`src/rtl/core/chema_pkg.sv`:
```
`default_nettype none
package chema_pkg;

  localparam int SampleBitsDef = 16;
  localparam int AngleItersDef = 16;
  localparam int TableLen      = 20;
  localparam int QueueDepth    = 2;

  localparam logic [15:0] AlphaReset  = 16'd9830;
  localparam logic [31:0] WindowReset = 32'd15000;

  typedef enum logic [0:0] {
    CFG_EMA_ALPHA = 1'b0,
    CFG_WINDOW    = 1'b1
  } cfg_reg_t;

  typedef struct packed {
    logic signed [17:0] re;
    logic signed [17:0] im;
    logic               calibrating;
    logic               calibrated;
    logic               cal_done;
    logic signed [16:0] off_x;
    logic signed [16:0] off_y;
    logic signed [16:0] off_z;
  } item_t;

  typedef enum logic [2:0] {
    BK_IDLE,
    BK_VEC,
    BK_ROT,
    BK_QNT,
    BK_MUL,
    BK_ADD,
    BK_LD2,
    BK_OUT
  } back_state_t;

  function automatic logic [31:0] atan_turn(input logic [4:0] i);
    logic [31:0] r;
    unique case (i)
      5'd0:  r = 32'h20000000;
      5'd1:  r = 32'h12E4051E;
      5'd2:  r = 32'h09FB385B;
      5'd3:  r = 32'h051111D4;
      5'd4:  r = 32'h028B0D43;
      5'd5:  r = 32'h0145D7E1;
      5'd6:  r = 32'h00A2F61E;
      5'd7:  r = 32'h00517C55;
      5'd8:  r = 32'h0028BE53;
      5'd9:  r = 32'h00145F2F;
      5'd10: r = 32'h000A2F98;
      5'd11: r = 32'h000517CC;
      5'd12: r = 32'h00028BE6;
      5'd13: r = 32'h000145F3;
      5'd14: r = 32'h0000A2FA;
      5'd15: r = 32'h0000517D;
      5'd16: r = 32'h000028BE;
      5'd17: r = 32'h0000145F;
      5'd18: r = 32'h00000A30;
      5'd19: r = 32'h00000518;
      default: r = 32'h0;
    endcase
    return r;
  endfunction

endpackage
`default_nettype wire

```
`src/rtl/core/chema_fifo.sv`:
```
`default_nettype none
module chema_fifo (
  input  wire logic       clk,
  input  wire logic       rst,
  input  wire logic       wr_valid,
  output logic            wr_ready,
  input  wire chema_pkg::item_t wr_item,
  output logic            rd_valid,
  input  wire logic       rd_ready,
  output chema_pkg::item_t rd_item
);
  import chema_pkg::*;

  localparam int PtrW = $clog2(QueueDepth);

  item_t           mem [QueueDepth];
  logic [PtrW-1:0] wptr;
  logic [PtrW-1:0] rptr;
  logic [PtrW:0]   count;
  logic            push;
  logic            pop;

  assign wr_ready = count != (PtrW+1)'(QueueDepth);
  assign rd_valid = count != '0;
  assign rd_item  = mem[rptr];
  assign push     = wr_valid && wr_ready;
  assign pop      = rd_valid && rd_ready;

  always_ff @(posedge clk) begin
    if (push) mem[wptr] <= wr_item;
  end

  always_ff @(posedge clk) begin
    if (rst) begin
      wptr  <= '0;
      rptr  <= '0;
      count <= '0;
    end else begin
      if (push) wptr <= (wptr == PtrW'(QueueDepth - 1)) ? '0 : wptr + 1'b1;
      if (pop)  rptr <= (rptr == PtrW'(QueueDepth - 1)) ? '0 : rptr + 1'b1;
      count <= count + (PtrW+1)'(push) - (PtrW+1)'(pop);
    end
  end

endmodule
`default_nettype wire

```
`config.mk`:
```
export PLATFORM = sky130hd
export DESIGN_NAME = chema_fifo
export DESIGN_NICKNAME = d
export VERILOG_FILES = /design/src/rtl/core/chema_pkg.sv /design/src/rtl/core/chema_fifo.sv
export SDC_FILE = /design/constraint.sdc
export NUM_CORES = 1
export LEC_CHECK = 0
export ABC_AREA = 1
export BUFFER_PORTS_ARGS = -buffer_cell sky130_fd_sc_hd__buf_2
export CAP_MARGIN = 10
export CELL_PAD_IN_SITES_DETAIL_PLACEMENT = 2
export CELL_PAD_IN_SITES_GLOBAL_PLACEMENT = 2
export CORE_UTILIZATION = 42
export CTS_CLUSTER_DIAMETER = 60
export CTS_CLUSTER_SIZE = 8
export DETAILED_ROUTE_END_ITERATION = 8
export PLACE_DENSITY_LB_ADDON = 0.1
export RECOVER_POWER = 100
export SLEW_MARGIN = 15
export SYNTH_ARGS = -nofsm -noshare
export SYNTH_HDL_FRONTEND = slang
export SYNTH_SLANG_ARGS = --single-unit
```
`constraint.sdc`:
```
create_clock -name clk -period 11 [get_ports clk]
set_input_delay 2.2 -clock clk [delete_from_list [all_inputs] [get_ports clk]]
set_output_delay 2.2 -clock clk [all_outputs]
set_load 0.05 [all_outputs]
```
## Word level (Yosys, flattened, before mapping)

Memories as Yosys holds them, arrays and structs flattened. A register that Yosys moved wholly into a read port is not among the register bits.
Index checks and enable logic that the tools add are counted.

| word-level totals | value |
|---|---|
| register bits | 4 |
| bits in writable memories | 180 |
| input bits | 94 |
| output and inout port bits | 92 |
| logic and storage cells | 18 |
| memories | 1 |

Memory list:

| name | words | width | read ports | clocked after Yosys merged registers in | write ports | line | RTL |
|---|---|---|---|---|---|---|---|
| mem | 2 | 90 | 1 | 1 | 1 | chema_fifo.sv:16 | `item_t mem [QueueDepth];` |

| cells by class | value |
|---|---|
| $add $sub $neg | 4 |
| equality and inequality tests | 1 |
| mux-type cells | 6 |
| reductions and logical operators | 3 |

Operator list:

| operator | count |
|---|---|
| 1-bit 2-to-1 mux | 6 |
| 1-bit adder, second input constant | 2 |
| 2-bit by 1-bit adder with 2-bit output | 1 |
| 1-bit logical AND | 2 |
| 2-bit inequality test, second input constant | 1 |
| 2-bit nonzero test | 1 |
| 2-bit by 1-bit subtractor with 2-bit output | 1 |

## Longest topological paths before layout

| depth | value |
|---|---|
| word-level depth | 4 |
| mapped depth | 11 |
| gate-level depth less buffers | 11 |

## Worst setup path after synthesis

No wires, ideal clock.

| timing path | value |
|---|---|
| path kind | in2reg |
| start | in wr_valid |
| end | mem mem[1][0] in the netlist's numbering, enable pin |
| setup time | 0.541 ns |
| arrival | 6.094 ns |
| data required time | 10.459 ns |
| slack | 4.365 ns |
| stages on the path | 2 |
| buffers on the path | 0 |
| cells stage by stage | nand2_2 -> nor2_1 |

| between the ends | value |
|---|---|
| cells in the longest elaborated chain, start to end | 3 |

Ends and longest elaborated chain:

| element | line | RTL |
|---|---|---|
| from (decl) | chema_fifo.sv:5 | `input wire logic wr_valid,` |
| 1-bit logical AND | chema_fifo.sv:26 | `assign push = wr_valid && wr_ready;` |
| 1-bit 2-to-1 mux | chema_fifo.sv:30 | `if (push) mem[wptr] <= wr_item;` |
| 1-bit 2-to-1 mux (not written as such) | chema_fifo.sv:30 |  |
| to (decl) | chema_fifo.sv:16 |  |

No other way between the ends.

==> impl_metrics.yaml <==
floorplanning:
  die_w_um: 133
  fp.dieH_um: 133
  rows: 47
  io_pins: 186
  start_util: 0.432
  core_area_sq_um: 16600
  die_area_sq_um: 17600
setup_path:
  worstRegToRegCells: 5
  crit_chain: "buf_4 > mux2_4 > clkbuf_1"
  endpoint: "rd_item[10]"
  slowest_delay_ns: 1.50
  crit_family: "flip-flops"
  path_depth: 3
  critPathRequiredTime_ns: 8.80
  crit_buf_inv: 2
  timing.rr.end: "mem[1][76]"
  critPathSlowestCell: "dfxtp_1"
  crit_path_max_fanout: 55
  path_class: "reg2out"
  cp.arrival_ns: 3.76
  r2r_slack_ns: 7.57
  cp-start-kind: "register"
  end_kind: "output port"
  r2r_start: "count[0]"
sta:
  fin_setup_tns_ns: 0
  fin_ws_ns: 5.04
  slew_violations: 222
  grt_setup_unrepaired: "false"
  fmax_mhz: 168
  final.period_utilization: 0.542
  fin_crit_ns: 5.96
  finalSetupViolations: 0
  hold_viol: 0
  finalClockSkew_ns: 0.00733
  worst_pin_slew_ns: 2.94
  slew_headroom: -0.958
clock_tree:
  cts_max_level: 4
  root_buffer: "clkbuf_16"
  cts_buffers: 17
  clock_path_buffers: 2
  path_clk_slew_ns: 0.07
  ctsResizeCount: 0
  cts_tree: "done"
  cts_hold_buf: 0
  cts_setup_buffers: 0
  clk_latency_ns: 0.42
  cts.sinks: 185
cells_and_area:
  finalNetCount: 610
  seqCellArea_sq_um: 5510
  drive_gt1_frac: 0.311
  fillCellCount: 1621
  multi_input_area_sq_um: 1330
  area_delta_synth_final_pct: 19.1
global_routing:
  grt_pass1_vias: 3930
  grtUsageMet1: 0.208
  top_usage_layer: "met2"
  track_usage: 0.183
  grt_pass1_wl_um: 23100
  antenna_found_initial: 1
  grt_max_degree: 56
  met2_usage: 0.324
  grt.met3_usage: 0.0613
  gr-total-overflow: 0
placement:
  routabilityCongestion: 0.697
  dp_hpwl_um: 10300
  post-place-ws_ns: 6.40
  port_buffers: 185
flow_run:
  cap_violations: 5
drt:
  dr.pass1.iters: 4
  postRouteWirelength_um: 15600
  initialDrtViolationCount: 194
  vias: 3600
  via_per_inst: 4.81
  route.detailed.drc: 0
  wl_per_cell_um: 20.8
  antenna_left: 0
synth:
  synth_area_per_cell_sq_um: 22.7
  syn-num-nets: 411
  ys_ff_latch: 185
  syn-cell-area_sq_um: 7190
  ys_warn_count: 0
  yosysSeqAreaShare: 0.766
  yosysUniqueCellTypes: 14
  netlist_instances: 316
status:
  violations: "max-capacitance violations, max-slew violations"
  outcome: "finished with violations"
min_path:
  hold_class: "reg2reg"
pwr:
  leakage_uw: 0.00307
  irDropWorstVdd_mv: 0.146
  p_per_area_nw_per_um2: 275
[per-layer routing]
metal	wire, um	part of all wire	vias to the layer above
met5	0	0	-
met4	136	0.0087	0
met3	937	0.060	8
met1	6050	0.39	1835
met2	8480	0.54	126
li1	-	-	1631
[layout by cell type, fill, tap and decap left out, types with 2 or more instances in the layout]
cell	netlist	final
a21oi_1	2	2
buf_2	0	77
bufinv_16	0	2
clkbuf_1	0	112
clkbuf_16	0	17
clkinv_4	0	4
dfxtp_1	5	5
edfxtp_1	180	180
inv_1	8	8
inv_6	0	5
inv_8	0	3
mux2_1	0	38
mux2_4	90	52
nand2_1	7	8
nor2_1	9	7
nor2_4	0	2
[synthesized netlist by cell type, drive strengths merged]
master / n / share of area
ha: 1 / 0.0017
nand3: 1 / 0.00070
nor3: 1 / 0.00070
edfxtp: 180 / 0.75
a21oi: 2 / 0.0014
dfxtp: 5 / 0.014
nand2: 8 / 0.0045
mux2: 90 / 0.19
buf: 10 / 0.027
nor2: 9 / 0.0047
xnor2: 1 / 0.0012
inv: 8 / 0.0042
[worst min path at each step]
stage	end	startpoint	cells past startpoint
floorplan	register	rptr	2
global placement	rptr	rptr	2
detailed placement	rptr	rptr	2
CTS	wptr	wptr	2
global route	wptr	wptr	2
finish	wptr	wptr	2
[power by group]
part | internal (uW) | switching, uW | total (uW)
logic | 203 | 574 | 777
registers | 903 | 46.6 | 950
clock network | 345 | 280 | 625
[flip-flops by register name (all words and copies together), names as in the netlist, named ones only]
signal	flops
wptr	1
mem	180
count	2
rptr	1
[stage by stage]
step                hold slack, ns  area [sq um]  total power (uW)  utilization  instances
finish                       0.573          8560              2350        0.514        749
global route                 0.601          8560              2440        0.514        748
CTS                          0.582          8860              2440        0.532        748
detailed placement           0.518          8250              1810        0.496        716
global placement             0.485          8250              1780        0.496        716
floorplan                    0.467          7190              1670            -        316
[logic make-up (layout without fill, tap and decap cells)]
family	Yosys count	count (layout)	share of synthesized area
simple gates	19	19	0.0106
other cells	0	1	0
buf+inv	18	230	0.0308
compound gates	2	2	0.00139
mux	90	90	0.188
flops	185	185	0.766
fa+ha+maj	1	1	0.00174
xor+xnor	1	1	0.00122
[worst reg2reg max path, stage by stage, from the launching register on]
cell and delay (ns):
dfxtp_1 0.36, inv_1 0.05, nand2_1 0.09, nand2_1 0.21, nor2_4 0.15, clkbuf_1 2.08
[layout make-up]
class	instances	share of cell area
Multi-Input combinational cell	113	0.155
Clock buffer	17	0.0497
Tap cell	220	0.0322
Antenna cell	1	0.000292
Timing Repair Buffer	190	0.0950
Sequential cell	185	0.643
Inverter	8	0.00351
Clock inverter	15	0.0210
(Power assumes the default switching activity.)
