### config.mk
export PLATFORM = sky130hd
export DESIGN_NAME = chema_front
export DESIGN_NICKNAME = d
export VERILOG_FILES = /design/src/rtl/core/chema_pkg.sv /design/src/rtl/core/chema_front.sv
export SDC_FILE = /design/constraint.sdc
export NUM_CORES = 1
export LEC_CHECK = 0
export ABC_AREA = 1
export BUFFER_PORTS_ARGS = -buffer_cell sky130_fd_sc_hd__buf_2
export CORE_AREA = 3 3 201 203
export CTS_CLUSTER_DIAMETER = 120
export DETAILED_ROUTE_END_ITERATION = 12
export DIE_AREA = 0 0 204 206
export MAX_ROUTING_LAYER = met4
export PLACE_DENSITY = 0.71
export SLEW_MARGIN = 20
export SYNTH_ARGS = -nofsm -noshare
export SYNTH_HDL_FRONTEND = slang
export SYNTH_SLANG_ARGS = --single-unit
### constraint.sdc
create_clock -name clk -period 5.05 [get_ports clk]
set_input_delay 0.2525 -clock clk [delete_from_list [all_inputs] [get_ports clk]]
set_output_delay 0.2525 -clock clk [all_outputs]
set_load 0.02 [all_outputs]
### src/rtl/core/chema_pkg.sv
`default_nettype none
package chema_pkg;

  localparam int SampleBitsDef = 16;
  localparam int AngleItersDef = 16;
  localparam int TableLen      = 20;
  localparam int QueueDepth    = 2;

  localparam logic [15:0] AlphaReset  = 16'd9830;
  localparam logic [31:0] WindowReset = 32'd15000;

  typedef enum logic [0:0] {
    CFG_EMA_ALPHA = 1'b0,
    CFG_WINDOW    = 1'b1
  } cfg_reg_t;

  typedef struct packed {
    logic signed [17:0] re;
    logic signed [17:0] im;
    logic               calibrating;
    logic               calibrated;
    logic               cal_done;
    logic signed [16:0] off_x;
    logic signed [16:0] off_y;
    logic signed [16:0] off_z;
  } item_t;

  typedef enum logic [2:0] {
    BK_IDLE,
    BK_VEC,
    BK_ROT,
    BK_QNT,
    BK_MUL,
    BK_ADD,
    BK_LD2,
    BK_OUT
  } back_state_t;

  function automatic logic [31:0] atan_turn(input logic [4:0] i);
    logic [31:0] r;
    unique case (i)
      5'd0:  r = 32'h20000000;
      5'd1:  r = 32'h12E4051E;
      5'd2:  r = 32'h09FB385B;
      5'd3:  r = 32'h051111D4;
      5'd4:  r = 32'h028B0D43;
      5'd5:  r = 32'h0145D7E1;
      5'd6:  r = 32'h00A2F61E;
      5'd7:  r = 32'h00517C55;
      5'd8:  r = 32'h0028BE53;
      5'd9:  r = 32'h00145F2F;
      5'd10: r = 32'h000A2F98;
      5'd11: r = 32'h000517CC;
      5'd12: r = 32'h00028BE6;
      5'd13: r = 32'h000145F3;
      5'd14: r = 32'h0000A2FA;
      5'd15: r = 32'h0000517D;
      5'd16: r = 32'h000028BE;
      5'd17: r = 32'h0000145F;
      5'd18: r = 32'h00000A30;
      5'd19: r = 32'h00000518;
      default: r = 32'h0;
    endcase
    return r;
  endfunction

endpackage
`default_nettype wire

### src/rtl/core/chema_front.sv
`default_nettype none
module chema_front #(
  parameter int SAMPLE_BITS = chema_pkg::SampleBitsDef
) (
  input  wire logic                clk,
  input  wire logic                rst,
  input  wire logic                in_valid,
  output logic                     in_ready,
  input  wire logic                action,
  input  wire logic [15:0]         mag_x,
  input  wire logic [15:0]         mag_y,
  input  wire logic [15:0]         mag_z,
  input  wire logic [31:0]         time_ms,
  input  wire logic [31:0]         cal_window_ms,
  output logic                     q_valid,
  input  wire logic                q_ready,
  output chema_pkg::item_t         q_item
);
  import chema_pkg::*;

  logic signed [15:0] m [3];
  logic signed [15:0] axis_min [3];
  logic signed [15:0] axis_max [3];
  logic signed [15:0] min_next [3];
  logic signed [15:0] max_next [3];
  logic signed [16:0] offs [3];
  logic               collecting;
  logic               has_cal;
  logic [31:0]        window_start;
  logic               start;
  logic               coll_mid;
  logic [31:0]        ws_next;
  logic               finish;
  logic               take;

  always_comb begin
    m[0] = 16'(signed'(mag_x[SAMPLE_BITS-1:0]));
    m[1] = 16'(signed'(mag_y[SAMPLE_BITS-1:0]));
    m[2] = 16'(signed'(mag_z[SAMPLE_BITS-1:0]));
    start    = action && !collecting;
    coll_mid = collecting || start;
    ws_next  = start ? time_ms : window_start;
    for (int k = 0; k < 3; k++) begin
      min_next[k] = start ? m[k] : axis_min[k];
      max_next[k] = start ? m[k] : axis_max[k];
      if (coll_mid && m[k] < min_next[k]) min_next[k] = m[k];
      if (coll_mid && m[k] > max_next[k]) max_next[k] = m[k];
    end
    finish = coll_mid && ((time_ms - ws_next) >= cal_window_ms);
  end

  assign in_ready = q_ready;
  assign take     = in_valid && in_ready;
  assign q_valid  = in_valid;

  always_comb begin
    q_item.re          = 18'(signed'({m[1], 1'b0})) - 18'(offs[1]);
    q_item.im          = 18'(signed'({m[0], 1'b0})) - 18'(offs[0]);
    q_item.calibrating = coll_mid && !finish;
    q_item.calibrated  = has_cal || finish;
    q_item.cal_done    = finish;
    q_item.off_x       = finish ? 17'(max_next[0]) + 17'(min_next[0]) : offs[0];
    q_item.off_y       = finish ? 17'(max_next[1]) + 17'(min_next[1]) : offs[1];
    q_item.off_z       = finish ? 17'(max_next[2]) + 17'(min_next[2]) : offs[2];
  end

  always_ff @(posedge clk) begin
    if (rst) begin
      collecting   <= 1'b0;
      has_cal      <= 1'b0;
      window_start <= '0;
      for (int k = 0; k < 3; k++) begin
        axis_min[k] <= '0;
        axis_max[k] <= '0;
        offs[k]     <= '0;
      end
    end else if (take) begin
      collecting   <= coll_mid && !finish;
      has_cal      <= has_cal || finish;
      window_start <= ws_next;
      for (int k = 0; k < 3; k++) begin
        axis_min[k] <= min_next[k];
        axis_max[k] <= max_next[k];
      end
      offs[0] <= q_item.off_x;
      offs[1] <= q_item.off_y;
      offs[2] <= q_item.off_z;
    end
  end

endmodule
`default_nettype wire

## Word-level counts from Yosys, hierarchy flattened

Memory sizes are Yosys's and may differ from the RTL's.
Index checks and enable logic that the tools add are counted.

| word-level totals | value |
|---|---|
| word-level logic and storage cells | 72 |
| output and inout port bits | 92 |
| memories kept | 3 |
| input bits | 117 |
| memory bits (writable) | 147 |
| bits in registers | 34 |

| operators by class | value |
|---|---|
| $lt $le $gt $ge | 7 |
| bitwise logic cells | 9 |
| add/sub/neg operators | 6 |
| multiplexer cells | 30 |
| reduce and logical (&&, ||, !) cells | 14 |

Memory list:

| name | words | width | read ports | clocked after Yosys merged registers in | wr ports | line | text |
|---|---|---|---|---|---|---|---|
| offs | 3 | 17 | 3 | 0 | 3 | chema_front.sv:26 | `logic signed [16:0] offs [3];` |
| axis_max | 3 | 16 | 3 | 0 | 3 | chema_front.sv:23 | `logic signed [15:0] axis_max [3];` |
| axis_min | 3 | 16 | 3 | 0 | 3 | chema_front.sv:22 | `logic signed [15:0] axis_min [3];` |

Operator list:

| cell | number |
|---|---|
| $mux 16 | 18 |
| $mux 17 | 6 |
| $add 16x16->17 | 3 |
| $gt 16x16->1 | 3 |
| $lt 16x16->1 | 3 |
| $sub 17x17->18 | 2 |
| $ge 32x32->1 | 1 |
| $mux 32 | 1 |
| $sub 32x32->32 | 1 |
| $logic_and 1x1->1 | 10 |
| $or 1x1->1 | 9 |
| $mux 1 | 5 |
| $logic_not 1->1 | 2 |
| $logic_or 1x1->1 | 2 |

## Depth between registers and ports, before layout

| depth | value |
|---|---|
| depth after elaboration | 9 |
| depth in mapped cells | 39 |

## Worst setup path after synthesis

OpenSTA, ideal clock, no wires.

| path | value |
|---|---|
| kind | input -> register |
| from | input in_valid |
| to | memory axis_max[0][0] (enable) |
| buffers on the path | 1 |
| data required time | 4.481 ns |
| setup slack | -0.242 ns |
| stages | 5 |
| arrival | 4.724 ns |
| cells stage by stage | nand2_1 -> inv_1 -> nor2_1 -> inv_1 -> clkbuf_1 |

RTL lines:

| element | line | text |
|---|---|---|
| start, declared | chema_front.sv:7 | `input wire logic in_valid,` |
| end, declared | chema_front.sv:23 |  |

==> flow_summary.ini <==
[hold_path]
hold_path_class = input port to flip-flop
min_from = time_ms[25]
min_path_cells = 3
hold_path_end = window_start[25]

[clock_tree]
cts_tree = yes
cts_root_buf = clkbuf_16
cts_buffers = 17
h-tree-depth = 4
cts_sinks = 181
clk_latency_ps = 470
clock_path_buffers = 2
clk_pin_slew_ps = 70

[finish]
drive_above_1_share_pct = 27.1
layout.nets = 3556
num-fill-cells = 3157
final_util_pct = 66.9
area_growth_pct = 33.9

[worst_setup_path]
reg2reg_to = offs[0][14]
crit_family = simple AND/OR/NAND/NOR gates
startpoint_type = flip-flop
crit_fanout = 8
r2r-start = collecting
cpMostUsedCell = nand2_1
slowest_stage = dfxtp_2
timing.critical_path.buf_inv = 10
reg2reg_slack_ps = 590
setup.worst_path.class = flip-flop to output port
r2r.worst_path.cells = 31
worstPathRequired_ps = 4800
cp.arrival_ps = 4800
crit_path_end_kind = output port
cp_slowest_stage_delay_ps = 360

[routing]
first_pass_iters = 6
routed_wl_um = 69000
vias_per_cell = 5.66
antenna_left = 0
drc = 0
via_count = 21100
dr.first_iter.drc_count = 2168
avgRoutedWirePerCell_um = 18.5

[floorplanning]
die_w_um = 204
io_pins = 209
rows = 72
die_area_um2 = 42000
die_y_um = 206
initial_core_util_pct = 50.0
core_um2 = 38600

[sta]
setup_ws_ps = -1.23
finalClockSkew_ps = 11.3
fmax_ghz = 0.198
setup_viol = 1
maxSlewViolCount = 0
max-slew-margin-rel_pct = 38.7
worstMarginPinSlew_ps = 920
min_period_over_period_pct = 100
hold_viol = 0
fin_hold_ws_ps = 108
rsz0062_at_grt = true
fin_crit_ps = 5050

[pwr]
finalPower_mw = 9.75
total_leakage_power_nw = 13.1
power.density_nw_per_um2 = 377
irDropWorstVdd_v = 0.000300

[place]
gp_congestion = 0.941
io_buffers = 208
dpl.hpwl_um = 44600

[synth]
synth.ff_latch_count = 181
synth_flop_cell = edfxtp_1
synthCells = 2907
muxShareOfSynthArea_pct = 0
synth_compound_area_share_pct = 12.7
postSynth.asyncResetShare_pct = 0
synth_area_leaders = edfxtp_1 (23%), nand2_1 (16%), ha_1 (15%)
synthAdderAreaFrac_pct = 15.5
seq_area_frac_synth_pct = 26.4
synth_top_area_cell = edfxtp_1
synth_nets = 3260
synth_xor_area_share_pct = 3.67
syn_area_um2 = 19300
syn_area_per_cell_um2 = 6.64
synth_top_family_by_area = simple AND/OR/NAND/NOR gates
yosysTopAreaCellShare_pct = 22.9
synth-edff-count = 147
yosysUniqueCellTypes = 42
synth-simple-area-share_pct = 29.3
yosysWarnings = 0

[global_routing]
grt_max_degree = 120
antenna_found_initial = 4
track_usage_pct = 29.6
grt.overflow.total = 0
grt_pass1_wl_um = 97700
grt_pass1_vias = 19200

[outcome]
violations = setup timing
status = finished with violations

[run]
maxCapViolations = 0
[final cells by class]
type                    count  area, um2  area share [%]
diodes                      4       10.0          0.0387
clock buffers              18        429            1.66
clock inverters            14        179           0.692
inverters                 529       2010            7.77
multi-input cells        2109      14400            55.6
flip-flops and latches    181       5100            19.7
well taps                 518        648            2.51
repair buffers            365       3100            12.0
[state kept, by name, summed over array words and instances (netlist names)]
| register | cells |
|---|---|
| axis_max | 48 |
| window_start | 32 |
| axis_min | 48 |
| has_cal | 1 |
| collecting | 1 |
| offs | 51 |
[cell usage in the layout (no fill, tap or decap), drive strengths merged, types with 2 or more instances in the layout]
| cell | instances |
|---|---|
| a211oi | 9 |
| a21boi | 5 |
| a21o | 20 |
| a21oi | 181 |
| a31oi | 7 |
| buf | 348 |
| bufinv | 3 |
| clkbuf | 35 |
| clkinv | 9 |
| clkinvlp | 3 |
| dfxtp | 34 |
| diode | 4 |
| edfxtp | 147 |
| fa | 5 |
| ha | 231 |
| inv | 528 |
| nand2 | 826 |
| nand3 | 139 |
| nand3b | 13 |
| nand4 | 92 |
| nor2 | 239 |
| nor3 | 26 |
| nor4 | 7 |
| o2111ai | 2 |
| o211ai | 3 |
| o21a | 8 |
| o21ai | 164 |
| o21bai | 9 |
| o22ai | 32 |
| o31ai | 6 |
| xnor2 | 26 |
| xor2 | 55 |
[through the flow]
stage	setup TNS, ps	cells	cell area [um2]	setup slack, ps
after CTS	-96.1	3653	22600	-21.1
after detailed placement	0	3586	21000	123
final	-1.23	3738	25900	-1.23
after global routing	-5240	3738	25900	-180
after global placement	0	3586	21000	131
after floorplan	0	2907	19300	507
[worst reg2reg max path: cells and delay by family, from the launching register on]
family	cells	cell delay, ps
DFF	1	360
adders and majority gates	3	890
and+or+nand+nor	15	1330
buffers and inverters	8	910
AOI/OAI and AO/OA	5	710
[power breakdown]
part           switching (mW)  total, mW  internal (mW)
sequential             0.0388       1.78           1.74
clock                   0.662       1.45          0.784
combinational            3.90       6.53           2.63
total                    4.60       9.75           5.15
[synth_stat cells, types with 3 or more instances]
master and n:
nand2_1 814, inv_1 527, nor2_1 239, ha_1 231, a21oi_1 181, o21ai_0 162, edfxtp_1 147, nand3_1 125
nand4_1 92, clkbuf_1 57, xor2_1 55, dfxtp_1 34, o22ai_1 32, nor3_1 26, xnor2_1 26, buf_2 22
a21o_1 20, nand3b_1 13, nand3_2 10, a211oi_1 9, nand2_2 9, o21bai_1 9, o21a_1 8, a31oi_1 7
nor4_1 7, buf_4 6, o31ai_1 6, a21boi_0 5, fa_1 5, buf_6 4, o211ai_1 3
[worst max path at each step]
stage	startpoint	end	slack, ps	cells after the start
global placement	action	q_item[19]	130	28
finish	collecting	q_item[30]	-1	31
detailed placement	action	q_item[19]	120	28
global route	collecting	q_item[48]	-180	31
floorplan	collecting	q_item[46]	510	29
CTS	collecting	q_item[12]	-20	29
[what timing repair did]
action | CTS | global route
gates cloned | 8 | 22
endpoints found under the setup margin | 53 | 53
gates resized for setup | 134 | 622
hold buffers | 0 | 0
buffers inserted | 27 | 61
pin swaps | 22 | 200
[cells by family after synthesis]
kind of cell    Yosys count
buf+inv                 620
flops                   181
compound gates          447
simple gates           1342
fa+ha+maj               236
xor+xnor                 81
[metal layers]
layer	vias up	share of wire, %	global-route usage (%)
li1	10100	-	-
met1	9837	42	39.1
met2	1026	47	48.3
met3	183	7.8	3.53
met4	0	3.7	8.33
met5	-	0	-
(Power assumes the default switching activity.)
